### src/sv/rorl_ram.sv
`timescale 1ns / 1ps
// Generic single-port RAM, registered read; a read during a write returns the old word.
// No dependencies.
module rorl_ram #(
  parameter int WIDTH = 8,
  parameter int DEPTH = 256
) (
  input  logic                     clk_i,
  input  logic                     we_i,
  input  logic [$clog2(DEPTH)-1:0] addr_i,
  input  logic [WIDTH-1:0]         wdata_i,
  output logic [WIDTH-1:0]         rdata_o
);

  logic [WIDTH-1:0] mem_q [DEPTH];

  always_ff @(posedge clk_i) begin
    if (we_i) begin
      mem_q[addr_i] <= wdata_i;
    end
    rdata_o <= mem_q[addr_i];
  end

endmodule

### config.mk
export PLATFORM = sky130hd
export DESIGN_NAME = rorl_ram
export DESIGN_NICKNAME = d
export VERILOG_FILES = /design/src/sv/rorl_ram.sv
export SDC_FILE = /design/constraint.sdc
export NUM_CORES = 2
export LEC_CHECK = 0
export CORE_AREA = 2 2 278 555
export CTS_CLUSTER_DIAMETER = 50
export DETAILED_ROUTE_END_ITERATION = 7
export DIE_AREA = 0 0 280 557
export DONT_BUFFER_PORTS = 1
export HOLD_SLACK_MARGIN = 0.15
export MAX_ROUTING_LAYER = met4
export PLACE_DENSITY = 0.76
export SLEW_MARGIN = 20
export SYNTH_ARGS = -nofsm -noshare
export SYNTH_HDL_FRONTEND = slang
export SYNTH_SLANG_ARGS = --single-unit
export TNS_END_PERCENT = 20
### constraint.sdc
create_clock -name clk_i -period 2.55 [get_ports clk_i]
set_input_delay 0.1275 -clock clk_i [delete_from_list [all_inputs] [get_ports clk_i]]
set_output_delay 0.1275 -clock clk_i [all_outputs]
set_load 0.005 [all_outputs]
-- After elaboration in Yosys (flattened, before gate mapping)
Memories as Yosys holds them, arrays and structs flattened. A register that Yosys moved wholly into a read port is not among the register bits.
Index checks and enable logic that the tools add are counted.
- shift operators: 0
- reductions and logical operators: 0
- equal/unequal tests: 0
- $mul: 0
- div/mod/pow operators: 0
- $lt $le $gt $ge: 0
- bitwise operators: 0
- add/sub/neg operators: 0
- muxes and demuxes: 2
- operators by type and width (operator ; number):
    1-bit two-way mux ; 2
- memories: 1
- bits of input ports: 18
- logic and storage cells: 3
- bits in registers: 0
- bits in writable memories: 2048
- bits in latches: 0
- output and inout bits: 8
- ROM bits: 0
- memories (name ; words ; width ; read ports ; clocked after Yosys merged registers in ; write ports ; RTL line ; source):
    mem_q ; 256 ; 8 ; 1 ; 1 ; 1 ; 15 ; logic [WIDTH-1:0] mem_q [DEPTH];

-- Depth between registers and ports, before layout
- depth after elaboration: 2
- gate-level depth with buffers: 10

-- Worst setup path after synthesis
OpenSTA, ideal clock, no wires.
- path kind: input to register
- from: in addr_i[1]
- to: mem mem_q[111][0] (enable)
- stages on the path: 9
- arrival time: 1.976 ns
- buffers on the path: 5
- setup time: 0.370 ns
- setup slack: 0.204 ns
- required time: 2.180 ns
- cell sequence: buf_2 -> clkbuf_1 -> clkbuf_1 -> nand2_1 -> buf_2 -> nor2_1 -> nand2_1 -> clkbuf_1 -> nor2_1
- RTL lines (item ; RTL line ; source):
    start: declaration ; 10 ; input logic [$clog2(DEPTH)-1:0] addr_i,
    end: declaration ; 15 ;
No word-level cell before the write port.

==> metrics <==
status finished, violations left; failing checks negative hold slack, max-slew violations, negative setup slack; Syn Area/Cell 22.13 µm²; final RePlAce weighted congestion about 0.83; row count 203; Worst EP required between 3000 and 4000 ps; Finished Cell Area between 80000 and 90000 µm²; Residual DRC 0; post-synthesis sequential area ratio between 70% and 80%; Slew HR -28.05%; total core area between 150000 and 200000 µm²; GR met1 Demand/Resource a little under a third; Synth Net Count 3565; Area Overhead vs Synth 13.20%; HP Start wdata_i[5]; Clk Latency, worst-skew pair slightly above 800 ps; Post-Route WL 182100 µm; number of setup buffers added after CTS 0; htree depth 4; worst clock skew about 22 ps; Area after DPL around 83000 µm²; top cell type by total area after synthesis edfxtp_1; part of the power in combinational logic between 3 and 4%; number of synthesized flops with an enable pin 2048; unrepaired setup endpoints after global routing no; fin cells between 5000 and 6000; # fillers approximately 10000; Power Total about 0.066 W; drt wl/cell ~30 µm; layout cells sized above 1 between 20% and 30%; Synth area leaders edfxtp_1 (78%), mux4_2 (15%), a22oi_1 (2.4%), nor2_1 (1.1%), a21oi_1 (0.82%); chip width 280 µm; fin util between 50% and 60%; CTS tree yes; Net Switching between 0.01 and 0.015 W; hold slack -575.3 ps; Worst Setup Start Kind primary input; crit share post-route 107.9%; Fin Setup TNS -348.3 ps; VDD IR max 0.8972 mV; total number of yosys warnings 0; switching share of power about a fifth; total track usage approximately 24%; M3 GR Usage around 4.2%; Final Worst Setup Slack -201.0 ps; Crit Reg-Reg Startpoint mem_q[43][6]; Congestion Overflow GR 0; ys flop type edfxtp_1; cell count after synthesis ~3500; synth unique cells 22; CTS root buffer clkbuf_16; flops & latches, synth 2056; HPWL after detailed placement between 90000 and 100000 µm; ANT nets after route 0; power per cell area between 700 and 800 nW/µm²; Post-CTS Hold Buffers 11; first-pass GRT wire length between 200000 and 300000 µm; Static Leak about 28 nW; Final min period 2751 ps; Final Hold Violating Endpoints 1916; CP Launch Point addr_i[0]; full die area between 150000 and 200000 µm²; Fmax achieved about 0.36 GHz; Final Max Tran Viols 131; Initial Utilization just over 50%; post-layout net count between 3000 and 4000; FFs w/ async S/R, synth 0%; crit path max fanout 518; Final setup viols 3; DR vias/cell between 6 and 7; grt met2 use a little under two fifths; clock power share about two fifths; critical path arrival about 3400 ps; antenna violations before repair 3; die height about 560 µm; top-area cell type share of the netlist area between 70% and 80%; max cap viols 0; Int Pwr 0.05294 W; Min-Delay Path Class primary input to flop; Sink Count a little over 2000; Crit Path Category primary input to flop; DR pass1 iterations 6; vias in the first global route about 40000; Placed Cells 5670; # port buffers 0; Seq pwr share between 50% and 60%; clock-pin slew on the worst setup and hold paths 70 ps; GR peak layer met2; io pins 26; largest net degree at the start of global routing between 500 and 600; Worst setup EP type flop; Worst Tran Pin Value between 1500 and 2000 ps; Vias 38940; Num CTS Buffers roughly 170; initial drt markers 5467; Netlist Area Pre-Place between 70000 and 80000 µm²; Longest Clk Path Bufs 3
-- per-layer routing --
metal / part of all wire (%) / vias to the layer above
met3: 9.9 / 418
met4: 4.2 / 0
met2: 50 / 2314
met1: 36 / 20460
met5: 0 / -
li1: - / 15750
-- cell usage in the layout (no fill, tap or decap), types with 3 or more instances in the layout --
cell type,instances
edfxtp_1,2048
mux4_2,512
buf_4,395
a22oi_1,256
nor2_1,231
clkbuf_16,176
a21oi_1,128
clkinv_1,35
clkbuf_1,33
o41ai_1,31
nor3_1,30
nand2_1,28
clkinv_2,26
bufinv_16,19
nand3_1,13
buf_12,13
dlygate4sd3_1,10
nand4_1,8
inv_6,8
clkinvlp_4,8
dfxtp_1,8
nor2b_1,5
diode_2,4
nand2b_1,4
clkinv_4,4
clkinv_8,3
-- path summary, 6_finish.rpt --
path | end | slack, ps | cells after the start
setup reg to reg | rdata_o[6] | 140 | 5
setup / recovery | rdata_o[6] | -200 | 5
hold / removal | mem_q[91][5] | -580 | 0
hold reg to reg | rdata_o[6] | 1090 | 5
-- repair_timing --
action / CTS / global route
cloned: 0 / 0
gates resized for setup: 1 / 1
endpoints found under the hold margin: 3436 / 2048
setup endpoints to repair: 1 / 111
-- registers in the layout, summed over array words and instances (netlist names) --
register  flops
mem_q      2048
rdata_o       8
-- kinds of logic (layout without fill, tap and decap cells) --
kind of cell,Yosys count,count (layout),synth area share (%)
and+or+nand+nor,330,330,1.733
DFF,2056,2056,78.55
AOI/OAI and AO/OA,416,416,3.622
other,0,4,0
buffers and inverters,233,734,1.401
muxes,512,512,14.69
-- stage by stage --
step                setup WS [ps]  hold slack [ps]
detailed placement         -27.25            252.7
CTS                         62.59           -618.6
floorplan                   203.8            226.4
global placement            6.577            259.6
finish                     -201.0           -575.3
global route                92.77           -617.2
-- synthesized netlist by cell type, types with 13 or more instances --
cell type	count
buf_4	16
clkbuf_1	145
a21oi_1	128
buf_2	36
nor3_1	30
nand2_1	28
mux4_2	512
buf_6	16
o41ai_1	32
edfxtp_1	2048
a22oi_1	256
nor2_1	232
buf_1	19
nand3_1	13
-- power by group through the flow --
stage	clock network, W	logic (W)	registers, W
2_1_floorplan	0	0.00166	0.0380
3_3_place_gp	0	0.00192	0.0380
3_5_place_dp	0	0.00194	0.0380
4_1_cts	0.0267	0.00200	0.0373
5_1_grt	0.0279	0.00208	0.0373
6_report	0.0264	0.00206	0.0373
-- final cells by class --
| type | instances | area [µm²] | area share [%] |
|---|---|---|---|
| Clock inverter | 105 | 1106 | 1.245 |
| Clock buffer | 209 | 4528 | 5.096 |
| Inverter | 1 | 3.754 | 0.004225 |
| Sequential cell | 2056 | 61660 | 69.39 |
| Antenna cell | 4 | 10.01 | 0.01127 |
| Multi-Input combinational cell | 1258 | 15770 | 17.75 |
| Timing Repair Buffer | 419 | 3338 | 3.757 |
| Tap cell | 1947 | 2436 | 2.742 |
-- critical path, stage by stage --
cell and delay (ps):
mux4_2 1110, a22oi_1 210, a21oi_1 150, o41ai_1 760
nand4_1 180
(Power assumes the default switching activity.)
